### src/sv/ibls_pkg.sv
// package for the image border line scanner: constants, register indexes and shared types
`timescale 1ns / 1ps

package ibls_pkg;

    localparam int PIX_BITS   = 8;
    localparam int COUNT_BITS = 13;
    localparam int MARGIN_BITS = 12;
    localparam int WIDTH_BITS = 13;
    localparam int CFG_DATA_BITS = 12;
    localparam int CFG_INDEX_BITS = 2;
    localparam int SUM_BITS = ((COUNT_BITS > MARGIN_BITS) ? COUNT_BITS : MARGIN_BITS) + 1;

    localparam logic [COUNT_BITS-1:0] COUNT_MAX = {COUNT_BITS{1'b1}};

    localparam logic [PIX_BITS-1:0]    RANGE_THR_RESET = 8'd26;
    localparam logic [PIX_BITS-1:0]    STEP_THR_RESET  = 8'd10;
    localparam logic [MARGIN_BITS-1:0] MARGIN_RESET    = 12'd4;

    typedef enum logic [CFG_INDEX_BITS-1:0] {
        REG_RANGE_THR = 2'd0,
        REG_STEP_THR  = 2'd1,
        REG_MARGIN    = 2'd2
    } cfg_index_t;

    // line measurements including the pixel being taken
    typedef struct packed {
        logic [PIX_BITS-1:0] step;
        logic [PIX_BITS-1:0] range;
    } line_stat_t;

endpackage

### src/sv/image_border_line_scanner_core.sv
// image border line scanner top level: border counting, configuration and result register
//
// usage:
//   pixels enter on the s_ channel in scan order, one transfer per pixel, with
//   s_line_end on the last pixel of a line and s_scan_end on the last pixel of
//   the scan (scan end also closes the line). each closed line yields one
//   result on the m_ channel: border width so far (margin plus border lines,
//   saturating), the line's content flag, whether content was seen in this
//   scan, and the scan-done flag. pixels that do not close a line give nothing.
//   a result is registered and valid the cycle after the closing pixel's transfer.
//   throughput: one pixel per cycle; the per-pixel compare and subtract work
//   sits between the line state registers and the result register.
//   when the receiver stalls, the result register holds; pixels that do not
//   close a line are still taken, a line-closing pixel waits for the slot.
//   reset (aresetn low, synchronous) restores default thresholds and margin
//   and clears the scan. configuration is written through cfg_wr_en,
//   cfg_wr_index and cfg_wr_data while the block is idle.
`timescale 1ns / 1ps

module image_border_line_scanner_core
    import ibls_pkg::*;
(
    input  logic                      aclk,
    input  logic                      aresetn,
    input  logic                      cfg_wr_en,
    input  logic [CFG_INDEX_BITS-1:0] cfg_wr_index,
    input  logic [CFG_DATA_BITS-1:0]  cfg_wr_data,
    input  logic                      s_valid,
    output logic                      s_ready,
    input  logic [PIX_BITS-1:0]       s_pixel,
    input  logic                      s_line_end,
    input  logic                      s_scan_end,
    output logic                      m_valid,
    input  logic                      m_ready,
    output logic [WIDTH_BITS-1:0]     m_border_width,
    output logic                      m_line_is_content,
    output logic                      m_found_content,
    output logic                      m_scan_done
);

    logic [PIX_BITS-1:0]    range_thr_reg;
    logic [PIX_BITS-1:0]    step_thr_reg;
    logic [MARGIN_BITS-1:0] margin_reg;

    logic [COUNT_BITS-1:0]  border_lines_reg, border_lines_next;
    logic                   content_seen_reg, content_seen_next;

    logic                   m_valid_reg;
    logic [WIDTH_BITS-1:0]  width_reg;
    logic                   content_reg;
    logic                   found_reg;
    logic                   done_reg;

    logic                   line_done;
    logic                   accept;
    logic                   content;
    logic [SUM_BITS-1:0]    width_sum;
    logic [SUM_BITS-1:0]    width_sat;
    line_stat_t             stat;

    assign line_done = s_line_end | s_scan_end;
    assign s_ready   = !m_valid_reg || m_ready || !line_done;
    assign accept    = s_valid && s_ready;

    ibls_line_stats u_stats (
        .aclk      (aclk),
        .aresetn   (aresetn),
        .take      (accept),
        .pixel     (s_pixel),
        .line_last (line_done),
        .stat      (stat)
    );

    always_comb begin
        content = (stat.step > step_thr_reg) && (stat.range > range_thr_reg);
        border_lines_next = border_lines_reg;
        content_seen_next = content_seen_reg;
        if (!content_seen_reg) begin
            if (content) begin
                content_seen_next = 1'b1;
            end else if (border_lines_reg < COUNT_MAX) begin
                border_lines_next = border_lines_reg + COUNT_BITS'(1);
            end
        end
        width_sum = SUM_BITS'(margin_reg) + SUM_BITS'(border_lines_next);
        width_sat = (width_sum > SUM_BITS'(COUNT_MAX)) ? SUM_BITS'(COUNT_MAX) : width_sum;
    end

    // configuration registers
    always_ff @(posedge aclk) begin
        if (!aresetn) begin
            range_thr_reg <= RANGE_THR_RESET;
            step_thr_reg  <= STEP_THR_RESET;
            margin_reg    <= MARGIN_RESET;
        end else if (cfg_wr_en) begin
            unique case (cfg_index_t'(cfg_wr_index))
                REG_RANGE_THR: range_thr_reg <= cfg_wr_data[PIX_BITS-1:0];
                REG_STEP_THR:  step_thr_reg  <= cfg_wr_data[PIX_BITS-1:0];
                REG_MARGIN:    margin_reg    <= cfg_wr_data[MARGIN_BITS-1:0];
                default: ;
            endcase
        end
    end

    // scan state
    always_ff @(posedge aclk) begin
        if (!aresetn) begin
            border_lines_reg <= '0;
            content_seen_reg <= 1'b0;
        end else if (accept && line_done) begin
            if (s_scan_end) begin
                border_lines_reg <= '0;
                content_seen_reg <= 1'b0;
            end else begin
                border_lines_reg <= border_lines_next;
                content_seen_reg <= content_seen_next;
            end
        end
    end

    // result register
    always_ff @(posedge aclk) begin
        if (!aresetn) begin
            m_valid_reg <= 1'b0;
        end else if (accept && line_done) begin
            m_valid_reg <= 1'b1;
        end else if (m_ready) begin
            m_valid_reg <= 1'b0;
        end
    end

    always_ff @(posedge aclk) begin
        if (accept && line_done) begin
            width_reg   <= WIDTH_BITS'(width_sat);
            content_reg <= content;
            found_reg   <= content_seen_next;
            done_reg    <= s_scan_end;
        end
    end

    assign m_valid           = m_valid_reg;
    assign m_border_width    = width_reg;
    assign m_line_is_content = content_reg;
    assign m_found_content   = found_reg;
    assign m_scan_done       = done_reg;

`ifndef SYNTH
    a_count_frozen: assert property (@(posedge aclk) disable iff (!aresetn)
        (content_seen_reg && !(accept && s_scan_end)) |=> $stable(border_lines_reg))
        else $error("border count moved after content was found");
    a_content_found: assert property (@(posedge aclk) disable iff (!aresetn)
        (m_valid && m_line_is_content) |-> m_found_content)
        else $error("content line reported without found flag");
    a_scan_clear: assert property (@(posedge aclk) disable iff (!aresetn)
        (accept && s_scan_end) |=> (!content_seen_reg && (border_lines_reg == '0)))
        else $error("scan state not cleared after scan end");
    a_result_load: assert property (@(posedge aclk) disable iff (!aresetn)
        (accept && line_done) |=> (m_valid && (m_scan_done == $past(s_scan_end))))
        else $error("line end transfer did not load a result");
`endif

endmodule

### src/sv/ibls_line_stats.sv
// per-line minimum, maximum and largest adjacent step tracker
`timescale 1ns / 1ps

module ibls_line_stats
    import ibls_pkg::*;
(
    input  logic                aclk,
    input  logic                aresetn,
    input  logic                take,
    input  logic [PIX_BITS-1:0] pixel,
    input  logic                line_last,
    output line_stat_t          stat
);

    logic [PIX_BITS-1:0] min_reg, min_next;
    logic [PIX_BITS-1:0] max_reg, max_next;
    logic [PIX_BITS-1:0] step_reg, step_next;
    logic [PIX_BITS-1:0] prev_reg;
    logic                at_start_reg;
    logic [PIX_BITS-1:0] diff;

    always_comb begin
        diff = (pixel > prev_reg) ? (pixel - prev_reg) : (prev_reg - pixel);
        if (at_start_reg) begin
            // first pixel of a line is never compared with the previous one
            min_next  = pixel;
            max_next  = pixel;
            step_next = '0;
        end else begin
            min_next  = (pixel < min_reg) ? pixel : min_reg;
            max_next  = (pixel > max_reg) ? pixel : max_reg;
            step_next = (diff > step_reg) ? diff : step_reg;
        end
        stat.step  = step_next;
        stat.range = max_next - min_next;
    end

    always_ff @(posedge aclk) begin
        if (!aresetn) begin
            min_reg      <= '1;
            max_reg      <= '0;
            step_reg     <= '0;
            prev_reg     <= '0;
            at_start_reg <= 1'b1;
        end else if (take) begin
            if (line_last) begin
                min_reg      <= '1;
                max_reg      <= '0;
                step_reg     <= '0;
                prev_reg     <= '0;
                at_start_reg <= 1'b1;
            end else begin
                min_reg      <= min_next;
                max_reg      <= max_next;
                step_reg     <= step_next;
                prev_reg     <= pixel;
                at_start_reg <= 1'b0;
            end
        end
    end

`ifndef SYNTH
    a_min_le_max: assert property (@(posedge aclk) disable iff (!aresetn)
        !at_start_reg |-> (min_reg <= max_reg))
        else $error("line minimum above line maximum");
`endif

endmodule
### config.mk
export PLATFORM = sky130hd
export DESIGN_NAME = image_border_line_scanner_core
export DESIGN_NICKNAME = d
export VERILOG_FILES = /design/src/sv/ibls_pkg.sv /design/src/sv/image_border_line_scanner_core.sv /design/src/sv/ibls_line_stats.sv
export SDC_FILE = /design/constraint.sdc
export NUM_CORES = 1
export LEC_CHECK = 0
export BUFFER_PORTS_ARGS = -buffer_cell sky130_fd_sc_hd__buf_2
export CAP_MARGIN = 30
export CORE_MARGIN = 3
export CORE_UTILIZATION = 45
export DETAILED_ROUTE_END_ITERATION = 7
export PLACE_DENSITY = 0.64
export SYNTH_ARGS = -nofsm -noshare
export SYNTH_HDL_FRONTEND = slang
export SYNTH_SLANG_ARGS = --single-unit
### constraint.sdc
create_clock -name aclk -period 13.09 [get_ports aclk]
set_input_delay 0.6545 -clock aclk [delete_from_list [all_inputs] [get_ports aclk]]
set_output_delay 0.6545 -clock aclk [all_outputs]
set_load 0.005 [all_outputs]
==> impl_metrics.env, run 1 <==
export IMPL_outcome="completed"
export IMPL_final_setup_tns_ns=0
export IMPL_synth_net_count=891
export IMPL_reg2reg_to="m_border_width[8]"
export IMPL_timing_critical_path_slowest_stage_cell="sky130_fd_sc_hd__and2_1"
export IMPL_synth_top_cell_by_area="sky130_fd_sc_hd__dfxtp_1"
export IMPL_synth_ff_type="sky130_fd_sc_hd__dfxtp_1"
export IMPL_power_sequential_fraction_pct=39.3
export IMPL_antenna_violating_nets_post_route=0
export IMPL_power_ir_vdd_worst_uv=67.9
export IMPL_logic_depth_of_the_worst_register_to_register_path=34
export IMPL_first_pass_grt_wire_length_um=27300
export IMPL_most_repeated_cell_in_the_gate_level_netlist_after_synthesis="sky130_fd_sc_hd__nand2_1"
export IMPL_viasPerCell=5.65
export IMPL_synthTopCellsByCount="sky130_fd_sc_hd__nand2_1, sky130_fd_sc_hd__dfxtp_1, sky130_fd_sc_hd__ha_1, sky130_fd_sc_hd__inv_1, sky130_fd_sc_hd__a21oi_1"
export IMPL_io_buffer_count=46
export IMPL_timing_final_crit_share_pct=65.8
export IMPL_crit_top_cell="sky130_fd_sc_hd__o21ai_1"
export IMPL_cts_setup_buffers=0
export IMPL_start_util_pct=46.7
export IMPL_cts_hold_fix_buffers=0
export IMPL_timing_rr_start="u_stats.prev_reg[0]"
export IMPL_drive_gt1_share_pct=10.7
export IMPL_max_cap_violations=0
export IMPL_dr_total_vias=5651
export IMPL_io_pins=47
export IMPL_timing_max_transition_violations_final=0
export IMPL_startpoint_kind_of_the_worst_setup_timing_path="input pin"
export IMPL_syn_mean_instance_area_um2=8.37
export IMPL_drc_violation_count_after_routing=0
export IMPL_power_switching_uw=244
export IMPL_setup_failing_eps_final=0
export IMPL_synth_largest_type_area_fraction_pct=23.2
export IMPL_numCtsBuffers=9
export IMPL_cts_htree_levels=3
export IMPL_worst_path_max_fanout=17
export IMPL_gp_congestion=0.928
export IMPL_route_detailed_wl_per_inst_um=16.3
export IMPL_totalWireLength_um=16300
export IMPL_highest_clock_rate_mhz=116
export IMPL_pin_count_of_the_biggest_net_entering_global_routing=53
export IMPL_power_report_internal_total_uw=537
export IMPL_crit_end="m_border_width[8]"
export IMPL_die_width_um=127
export IMPL_worstSetupPathType="in -> reg"
export IMPL_final_hold_violation_count=0
export IMPL_final_net_count=923
export IMPL_die_area_mm2=0.0161
export IMPL_end_kind="flip-flop"
export IMPL_timing_worst_slew_pin_value_ns=0.841
export IMPL_post_cts_resized=0
export IMPL_floorplan_die_height_um=127
export IMPL_timing_critical_path_required_ns=13.16
export IMPL_clockBufferDepth=2
export IMPL_cp_data_arrival_time_ns=8.67
export IMPL_globalRouteOverflowTotal=0
export IMPL_synthesis_stage_register_bit_count=92
export IMPL_number_of_global_route_vias_before_repair=5520
export IMPL_period_minus_slack_ns=8.61
export IMPL_number_of_distinct_standard_cells_referenced_by_the_synthesized_netlist=72
export IMPL_cts_root_buf="sky130_fd_sc_hd__clkbuf_16"
export IMPL_hpwl_um=12600
export IMPL_firstDrtPassIters=5
export IMPL_timing_hold_worst_class="reg -> reg"
export IMPL_asyncSetResetFlopFracSynth_pct=0
export IMPL_first_iter_violations=234
export IMPL_n_antenna_cell=0
export IMPL_num_rows=43
export IMPL_setup_repair_after_global_routing_missed_its_margin="no"
export IMPL_fraction_of_the_yosys_area_taken_by_sequential_cells_pct=30.5
export IMPL_powerDensity_mw_per_mm2=108
export IMPL_clock_insertion_delay_worst_skew_ns=0.35
export IMPL_pwr_share_comb_pct=25.0
export IMPL_cts_sink_count=92
export IMPL_tritoncts="built"
export IMPL_clock_skew_ns=0.00892
export IMPL_timing_reg2reg_setup_slack_ns=4.68
export IMPL_global_route_usage_total_pct=20.8
export IMPL_antenna_found_initial=0
export IMPL_holdCritStartpoint="margin_reg[2]"
export IMPL_ys_warn_count=0
export IMPL_post_synth_inst_count=783
export IMPL_clk_transition_reported_paths_ns=0.07
export IMPL_clockPowerShare_pct=35.7
export IMPL_worst_slew_margin_rel_pct=44.0
export IMPL_power_static_leakage_nw=3.17
export IMPL_worst_setup_path_startpoint="s_pixel[0]"
export IMPL_core_region_area_mm2=0.0140
export IMPL_crit_path_max_incr_delay_ns=0.53
export IMPL_synth_area_top_cells="sky130_fd_sc_hd__dfxtp_1, sky130_fd_sc_hd__ha_1, sky130_fd_sc_hd__edfxtp_1"
export IMPL_placement_cell_area_mm2=0.00692
export IMPL_cell_area_after_synthesis_mm2=0.00656
export IMPL_fin_area_mm2=0.00724
export IMPL_count_of_flip_flops_with_a_built_in_enable_after_synthesis=16
export IMPL_area_growth_synth_to_final_pct=10.4
export IMPL_switching_share_pct=31.2
[logic make-up after synthesis]
family | share of synthesized area, %
AO/OA/AOI/OAI | 22.2
multiplexers | 3.00
AND/OR/NAND/NOR | 18.8
XOR/XNOR | 3.61
buffers and inverters | 6.34
adder cells (fa/ha/maj) | 15.5
flip-flops | 30.5
[placed cells by master, fill, tap and decap left out, drive strengths merged, types with 9 or more instances in the layout]
| master | n |
|---|---|
| nor2 | 42 |
| nand4 | 12 |
| o21ai | 35 |
| nor2b | 33 |
| nand3 | 17 |
| a21o | 13 |
| mux2i | 14 |
| xnor2 | 17 |
| nand2 | 88 |
| buf | 51 |
| nor3 | 9 |
| a21oi | 57 |
| xor2 | 10 |
| clkbuf | 11 |
| edfxtp | 16 |
| inv | 80 |
| a21boi | 13 |
| a22oi | 20 |
| ha | 75 |
| and2 | 9 |
| o211ai | 18 |
| a31oi | 11 |
| dfxtp | 76 |
[critical path, delay by kind of cell]
kind | cells | cell delay [ns]
and+or+nand+nor | 7 | 1.42
AOI/OAI and AO/OA | 16 | 3.81
adders and majority gates | 5 | 1.42
muxes | 2 | 0.61
buffers and inverters | 5 | 0.54
xor gates and xnor gates | 1 | 0.22
[final cells by class]
type                       count  area (um^2)
fill                        1327         6800
clock buffer                  11          253
clock inverter                 5         65.1
sequential                    92         2000
multi-input combinational    584         4140
inverter                      77          289
timing repair buffer          51          268
tap                          180          225
[routing by layer]
metal,GRT usage [%],share of wire [%],vias up
li1,-,-,2851
met1,25.6,44,2662
met2,36.4,50,105
met3,2.99,3.3,33
met4,8.45,3.1,0
met5,0,0,-
[worst min path at each step]
stage / depth (start not counted) / slack [ns] / end
5_1_grt: 2 / 0.51 / margin_reg[5]
4_1_cts: 2 / 0.48 / margin_reg[2]
3_5_place_dp: 2 / 0.47 / margin_reg[2]
6_report: 2 / 0.47 / margin_reg[2]
2_1_floorplan: 2 / 0.45 / margin_reg[2]
3_3_place_gp: 2 / 0.47 / margin_reg[0]
[metrics by stage]
step | utilization (%) | hold WS (ns) | instances | power [mW] | setup slack, ns
floorplan | - | 0.447 | 783 | 0.455 | 5.54
global placement | 49.3 | 0.469 | 984 | 0.502 | 4.51
detailed placement | 49.3 | 0.468 | 984 | 0.507 | 4.25
CTS | 51.6 | 0.481 | 1000 | 0.787 | 4.59
global route | 51.6 | 0.507 | 1000 | 0.825 | 3.71
finish | 51.6 | 0.474 | 1000 | 0.780 | 4.48
[power groups by stage]
stage	combinational, mW	sequential (mW)	clock [mW]
5_1_grt	0.220	0.308	0.297
4_1_cts	0.195	0.307	0.285
3_5_place_dp	0.194	0.313	0
3_3_place_gp	0.189	0.313	0
6_report	0.195	0.307	0.278
2_1_floorplan	0.143	0.312	0
Note: power is estimated with default switching activity, not from simulation.
==> run 2, diff against run 1 <==
==> constraint.sdc (replaced) <==
create_clock -name aclk -period 8.9 [get_ports aclk]
set_input_delay 0.445 -clock aclk [delete_from_list [all_inputs] [get_ports aclk]]
set_output_delay 0.445 -clock aclk [all_outputs]
set_load 0.005 [all_outputs]
==> impl_metrics.env, run 2 (same netlist as run 1, synthesis figures left out) <==
export IMPL_outcome="completed"
export IMPL_startpoint_kind_of_the_worst_setup_timing_path="flip-flop"
export IMPL_setup_failing_eps_final=0
export IMPL_timing_final_crit_share_pct=90.2
export IMPL_num_rows=43
export IMPL_cts_root_buf="sky130_fd_sc_hd__clkbuf_16"
export IMPL_clk_transition_reported_paths_ns=0.07
export IMPL_gp_congestion=0.927
export IMPL_clockBufferDepth=2
export IMPL_crit_end="m_border_width[8]"
export IMPL_power_ir_vdd_worst_uv=123
export IMPL_final_setup_tns_ns=0
export IMPL_layout_commonest_cell="sky130_fd_sc_hd__nand2_1"
export IMPL_end_kind="flip-flop"
export IMPL_fin_hold_ws_ns=0.329
export IMPL_worstSetupPathType="reg -> reg"
export IMPL_dr_total_vias=5627
export IMPL_powerDensity_mw_per_mm2=156
export IMPL_clock_skew_ns=0.0137
export IMPL_first_pass_grt_wire_length_um=27600
export IMPL_area_growth_synth_to_final_pct=10.3
export IMPL_number_of_global_route_vias_before_repair=5587
export IMPL_worst_setup_path_startpoint="u_stats.prev_reg[0]"
export IMPL_highest_clock_rate_mhz=125
export IMPL_reg2reg_to="m_border_width[8]"
export IMPL_die_area_mm2=0.0161
export IMPL_n_antenna_cell=0
export IMPL_cts_hold_fix_buffers=0
export IMPL_floorplan_die_height_um=127
export IMPL_timing_critical_path_slowest_stage_cell="sky130_fd_sc_hd__a221oi_1"
export IMPL_globalRouteOverflowTotal=0
export IMPL_drive_gt1_share_pct=11.0
export IMPL_final_net_count=924
export IMPL_period_minus_slack_ns=8.02
export IMPL_worst_path_max_fanout=17
export IMPL_io_pins=47
export IMPL_drc_violation_count_after_routing=0
export IMPL_clock_insertion_delay_worst_skew_ns=0.36
export IMPL_antenna_violating_nets_post_route=0
export IMPL_numCtsBuffers=9
export IMPL_totalWireLength_um=16400
export IMPL_max_cap_violations=0
export IMPL_crit_path_max_incr_delay_ns=0.45
export IMPL_timing_rr_start="u_stats.prev_reg[0]"
export IMPL_timing_hold_worst_path_depth=1
export IMPL_start_util_pct=46.7
export IMPL_logic_depth_of_the_worst_register_to_register_path=34
export IMPL_core_region_area_mm2=0.0140
export IMPL_timing_max_transition_violations_final=0
export IMPL_antenna_found_initial=0
export IMPL_tritoncts="built"
export IMPL_timing_critical_path_required_ns=8.99
export IMPL_timing_reg2reg_setup_slack_ns=0.88
export IMPL_pin_count_of_the_biggest_net_entering_global_routing=53
export IMPL_io_buffer_count=46
export IMPL_final_cell_mix="sky130_fd_sc_hd__nand2_1, sky130_fd_sc_hd__dfxtp_1, sky130_fd_sc_hd__inv_1, sky130_fd_sc_hd__ha_1, sky130_fd_sc_hd__a21oi_1"
export IMPL_setup_repair_after_global_routing_missed_its_margin="no"
export IMPL_cp_data_arrival_time_ns=8.12
export IMPL_firstDrtPassIters=5
export IMPL_dp_slack_ns=0.300
export IMPL_die_width_um=127
export IMPL_cts_htree_levels=3
export IMPL_timing_worst_slew_pin_value_ns=0.858
export IMPL_cts_sink_count=92
export IMPL_route_detailed_wl_per_inst_um=16.4
export IMPL_global_route_usage_total_pct=21.2
export IMPL_final_hold_violation_count=0
export IMPL_setup_slack_ns=0.876
export IMPL_hpwl_um=12600
export IMPL_first_iter_violations=285
export IMPL_power_static_leakage_nw=3.17
export IMPL_viasPerCell=5.62
export IMPL_timing_hold_worst_class="in -> reg"
export IMPL_worst_slew_margin_rel_pct=42.8
## run 2: cell count changes in the layout (fill, tap and decap cells not counted), sizes merged
cell    previous run  this run
buf               51        52
bufinv             1         0
clkinv             1         2
## run 2: timing repair
item	in CTS	in global routing
endpoints found under the hold margin	0	0
setup endpoints to repair	0	12
buffers inserted	0	0
resized for setup	0	2
## run 2: how the worst min path moves through the flow
stage / start / slack, ns / to
after floorplan: margin_reg[2] / 0.45 / margin_reg[2]
after global placement: margin_reg[0] / 0.47 / margin_reg[0]
after detailed placement: margin_reg[2] / 0.47 / margin_reg[2]
after CTS: s_scan_end / 0.32 / m_scan_done
after global routing: s_scan_end / 0.33 / m_scan_done
final: s_scan_end / 0.33 / m_scan_done
## run 2: final cells by class
cell class / instances / area [um^2]
clock inverter: 5 / 42.5
inverter: 77 / 289
fill: 1349 / 6810
timing repair buffer: 52 / 275
multi-input combinational: 584 / 4140
sequential: 92 / 2000
clock buffer: 11 / 254
tap: 180 / 225
## run 2: where the power goes
part	switching, mW	internal (mW)	total, mW
Combinational	0.176	0.113	0.290
Sequential	0.00965	0.442	0.451
Clock	0.179	0.211	0.390
Total	0.365	0.765	1.13
## run 2: through the flow
stage	total power, mW	instance area [um^2]	cells	utilization, %
after floorplan	0.669	6560	783	-
after global placement	0.740	6930	985	49.4
after detailed placement	0.748	6930	985	49.4
after CTS	1.14	7230	1001	51.5
after global routing	1.20	7230	1001	51.5
final	1.13	7230	1001	51.5
## run 2: worst max-delay path, delay by kind of cell (launching register included)
| kind | cells | cell delay, ns |
|---|---|---|
| multiplexers | 2 | 0.60 |
| flip-flops | 1 | 0.37 |
| buffers and inverters | 3 | 0.31 |
| adder cells (fa/ha/maj) | 5 | 1.42 |
| XOR/XNOR | 1 | 0.22 |
| AO/OA/AOI/OAI | 16 | 3.55 |
| AND/OR/NAND/NOR | 7 | 1.26 |
## run 2: layer usage
| metal | vias to the layer above | GRT usage (%) | wire length, um |
|---|---|---|---|
| met5 | - | 0 | 0 |
| met4 | 0 | 7.38 | 447 |
| met3 | 25 | 4.46 | 593 |
| met2 | 108 | 37.6 | 8170 |
| met1 | 2652 | 25.3 | 7210 |
| li1 | 2842 | - | - |
==> run 3, diff against run 2 <==
--- a/config.mk
+++ b/config.mk
@@ -5,6 +5,7 @@
 export SDC_FILE = /design/constraint.sdc
 export NUM_CORES = 1
 export LEC_CHECK = 0
+export ABC_AREA = 1
 export BUFFER_PORTS_ARGS = -buffer_cell sky130_fd_sc_hd__buf_2
 export CAP_MARGIN = 30
 export CORE_MARGIN = 3
==> impl_metrics.env, run 3 <==
export IMPL_dr_total_vias=6499
export IMPL_first_iter_violations=431
export IMPL_first_pass_grt_wire_length_um=28700
export IMPL_start_util_pct=47.0
export IMPL_route_detailed_wl_per_inst_um=13.5
export IMPL_globalRouteOverflowTotal=0
export IMPL_timing_final_crit_share_pct=76.1
export IMPL_fin_area_mm2=0.00763
export IMPL_clk_transition_reported_paths_ns=0.08
export IMPL_largest_family_of_logic_cells_by_synthesized_area="simple AND/OR/NAND/NOR gates"
export IMPL_io_buffer_count=46
export IMPL_synth_top_cell_by_area="sky130_fd_sc_hd__dfxtp_1"
export IMPL_synth_net_count=1165
export IMPL_io_pins=47
export IMPL_area_growth_synth_to_final_pct=9.39
export IMPL_powerDensity_mw_per_mm2=172
export IMPL_numCtsBuffers=9
export IMPL_synth_area_top_cells="sky130_fd_sc_hd__dfxtp_1, sky130_fd_sc_hd__nand2_1, sky130_fd_sc_hd__ha_1"
export IMPL_power_ir_vdd_worst_uv=95.7
export IMPL_highest_clock_rate_mhz=148
export IMPL_final_setup_tns_ns=0
export IMPL_end_kind="flip-flop"
export IMPL_fraction_of_the_yosys_area_taken_by_sequential_cells_pct=28.7
export IMPL_cts_sink_count=92
export IMPL_cts_setup_buffers=0
export IMPL_totalWireLength_um=17200
export IMPL_tritoncts="built"
export IMPL_timing_critical_path_slowest_stage_cell="sky130_fd_sc_hd__o21ai_0"
export IMPL_clock_insertion_delay_worst_skew_ns=0.36
export IMPL_power_sequential_fraction_pct=36.6
export IMPL_core_region_area_mm2=0.0149
export IMPL_most_repeated_cell_in_the_gate_level_netlist_after_synthesis="sky130_fd_sc_hd__nand2_1"
export IMPL_floorplan_die_height_um=131
export IMPL_pin_count_of_the_biggest_net_entering_global_routing=42
export IMPL_cts_root_buf="sky130_fd_sc_hd__clkbuf_16"
export IMPL_timing_max_transition_violations_final=0
export IMPL_power_report_internal_total_uw=842
export IMPL_syn_mean_instance_area_um2=6.60
export IMPL_logic_depth_of_the_worst_register_to_register_path=35
export IMPL_yosys_area_share_adder_pct=14.6
export IMPL_clockPowerShare_pct=31.6
export IMPL_synth_compound_area_share_pct=14.2
export IMPL_placement_cell_area_mm2=0.00732
export IMPL_cp_data_arrival_time_ns=6.88
export IMPL_viasPerCell=5.09
export IMPL_crit_top_cell="sky130_fd_sc_hd__nand2_1"
export IMPL_antenna_found_initial=0
export IMPL_post_cts_resized=0
export IMPL_worst_slew_margin_rel_pct=43.5
export IMPL_synth_largest_type_area_fraction_pct=21.8
export IMPL_clockBufferDepth=2
export IMPL_crit_path_max_incr_delay_ns=0.44
export IMPL_asyncSetResetFlopFracSynth_pct=0
export IMPL_antenna_violating_nets_post_route=0
export IMPL_drive_gt1_share_pct=7.78
export IMPL_cts_hold_fix_buffers=0
export IMPL_cts_htree_levels=3
export IMPL_worst_path_max_fanout=22
export IMPL_timing_critical_path_required_ns=9.01
export IMPL_setup_failing_eps_final=0
export IMPL_synth_ff_type="sky130_fd_sc_hd__dfxtp_1"
export IMPL_synthXorXnorAreaFrac_pct=2.38
export IMPL_num_rows=44
export IMPL_global_route_usage_total_pct=21.1
export IMPL_number_of_global_route_vias_before_repair=5901
export IMPL_period_minus_slack_ns=6.77
export IMPL_die_width_um=131
export IMPL_synthesis_stage_register_bit_count=92
export IMPL_synthTopCellsByCount="sky130_fd_sc_hd__nand2_1, sky130_fd_sc_hd__inv_1, sky130_fd_sc_hd__a21oi_1"
export IMPL_firstDrtPassIters=5
export IMPL_timing_hold_worst_path_depth=3
export IMPL_final_net_count=1196
export IMPL_timing_worst_slew_pin_value_ns=0.847
export IMPL_setup_repair_after_global_routing_missed_its_margin="no"
export IMPL_hpwl_um=13100
export IMPL_drc_violation_count_after_routing=0
export IMPL_post_synth_mux_area_share_pct=0
export IMPL_layout_commonest_cell="sky130_fd_sc_hd__nand2_1"
export IMPL_final_cell_mix="sky130_fd_sc_hd__nand2_1, sky130_fd_sc_hd__inv_1, sky130_fd_sc_hd__a21oi_1"
export IMPL_startpoint_kind_of_the_worst_setup_timing_path="flip-flop"
export IMPL_switching_share_pct=35.9
export IMPL_clock_skew_ns=0.0110
export IMPL_gp_congestion=0.900
export IMPL_n_antenna_cell=0
export IMPL_power_static_leakage_nw=3.93
export IMPL_power_switching_uw=472
export IMPL_max_cap_violations=0
export IMPL_die_area_mm2=0.0170
export IMPL_synthSimpleGateAreaFrac_pct=29.4
export IMPL_cell_area_after_synthesis_mm2=0.00698
export IMPL_worstSetupPathType="reg -> reg"
export IMPL_pwr_share_comb_pct=31.8
export IMPL_final_hold_violation_count=0
export IMPL_post_synth_inst_count=1057
export IMPL_number_of_distinct_standard_cells_referenced_by_the_synthesized_netlist=42
export IMPL_outcome="completed"
export IMPL_timing_hold_worst_class="in -> reg"
export IMPL_count_of_flip_flops_with_a_built_in_enable_after_synthesis=16
export IMPL_ys_warn_count=0
run 3: cell types whose count changed after synthesis, sizes merged, moves of 29 or more:
| cell | previous run | this run |
|---|---|---|
| nand2 | 88 | 330 |
| inv | 77 | 160 |
| nor2 | 42 | 71 |
| a21oi | 57 | 102 |
| nand3 | 17 | 57 |
| nor2b | 33 | 0 |
run 3: per-layer routing:
metal | share of wire (%) | global-route usage, % | routed length, um
met5 | 0 | 0 | 0
met2 | 43 | 32.2 | 7320
met3 | 3.7 | 2.93 | 628
met1 | 53 | 31.4 | 9030
met4 | 1.2 | 5.26 | 206
run 3: cell families (layout without fill, tap and decap cells):
| family | Yosys count | count (layout) |
|---|---|---|
| DFF | 92 | 92 |
| adders and majority gates | 79 | 79 |
| AOI/OAI and AO/OA | 186 | 186 |
| and+or+nand+nor | 490 | 490 |
| xor gates and xnor gates | 19 | 19 |
| buffers and inverters | 191 | 227 |
run 3: power groups by stage:
stage	clock network [mW]	registers (mW)	logic, mW
floorplan	0	0.488	0.306
global placement	0	0.489	0.412
detailed placement	0	0.490	0.414
CTS	0.426	0.480	0.417
global route	0.444	0.485	0.482
finish	0.415	0.480	0.418
run 3: worst paths after layout:
kind / slack, ns / end / startpoint
setup / recovery: 2.13 / m_border_width[10] / u_stats.max_reg[7]
hold / removal: 0.31 / margin_reg[9] / cfg_wr_data[9]
setup reg to reg: 2.13 / m_border_width[10] / u_stats.max_reg[7]
hold reg to reg: 0.47 / u_stats.prev_reg[7] / u_stats.prev_reg[7]
run 3: metrics by stage:
step,worst slack [ns],hold WS (ns),total power [mW],std cells,utilization [%]
CTS,2.16,0.299,1.32,1277,51.4
finish,2.13,0.307,1.31,1277,51.4
detailed placement,1.89,0.454,0.904,1261,49.3
floorplan,3.29,0.435,0.793,1057,-
global route,1.32,0.326,1.41,1277,51.4
global placement,2.07,0.449,0.901,1261,49.3
run 3: area by class of cell:
cell class                 count  area, um^2
sequential                    92        2000
clock inverter                 7        86.3
timing repair buffer          50         260
fill                        1516        7230
inverter                     161         604
tap                          184         230
multi-input combinational    774        4230
clock buffer                   9         225
run 3: worst max-delay path, delay by kind of cell, from the launching register on:
| kind | cells | cell delay (ns) |
|---|---|---|
| AO/OA/AOI/OAI | 6 | 1.60 |
| AND/OR/NAND/NOR | 19 | 2.67 |
| buffers and inverters | 4 | 0.25 |
| adder cells (fa/ha/maj) | 5 | 1.50 |
| XOR/XNOR | 1 | 0.15 |
| flip-flops | 1 | 0.36 |
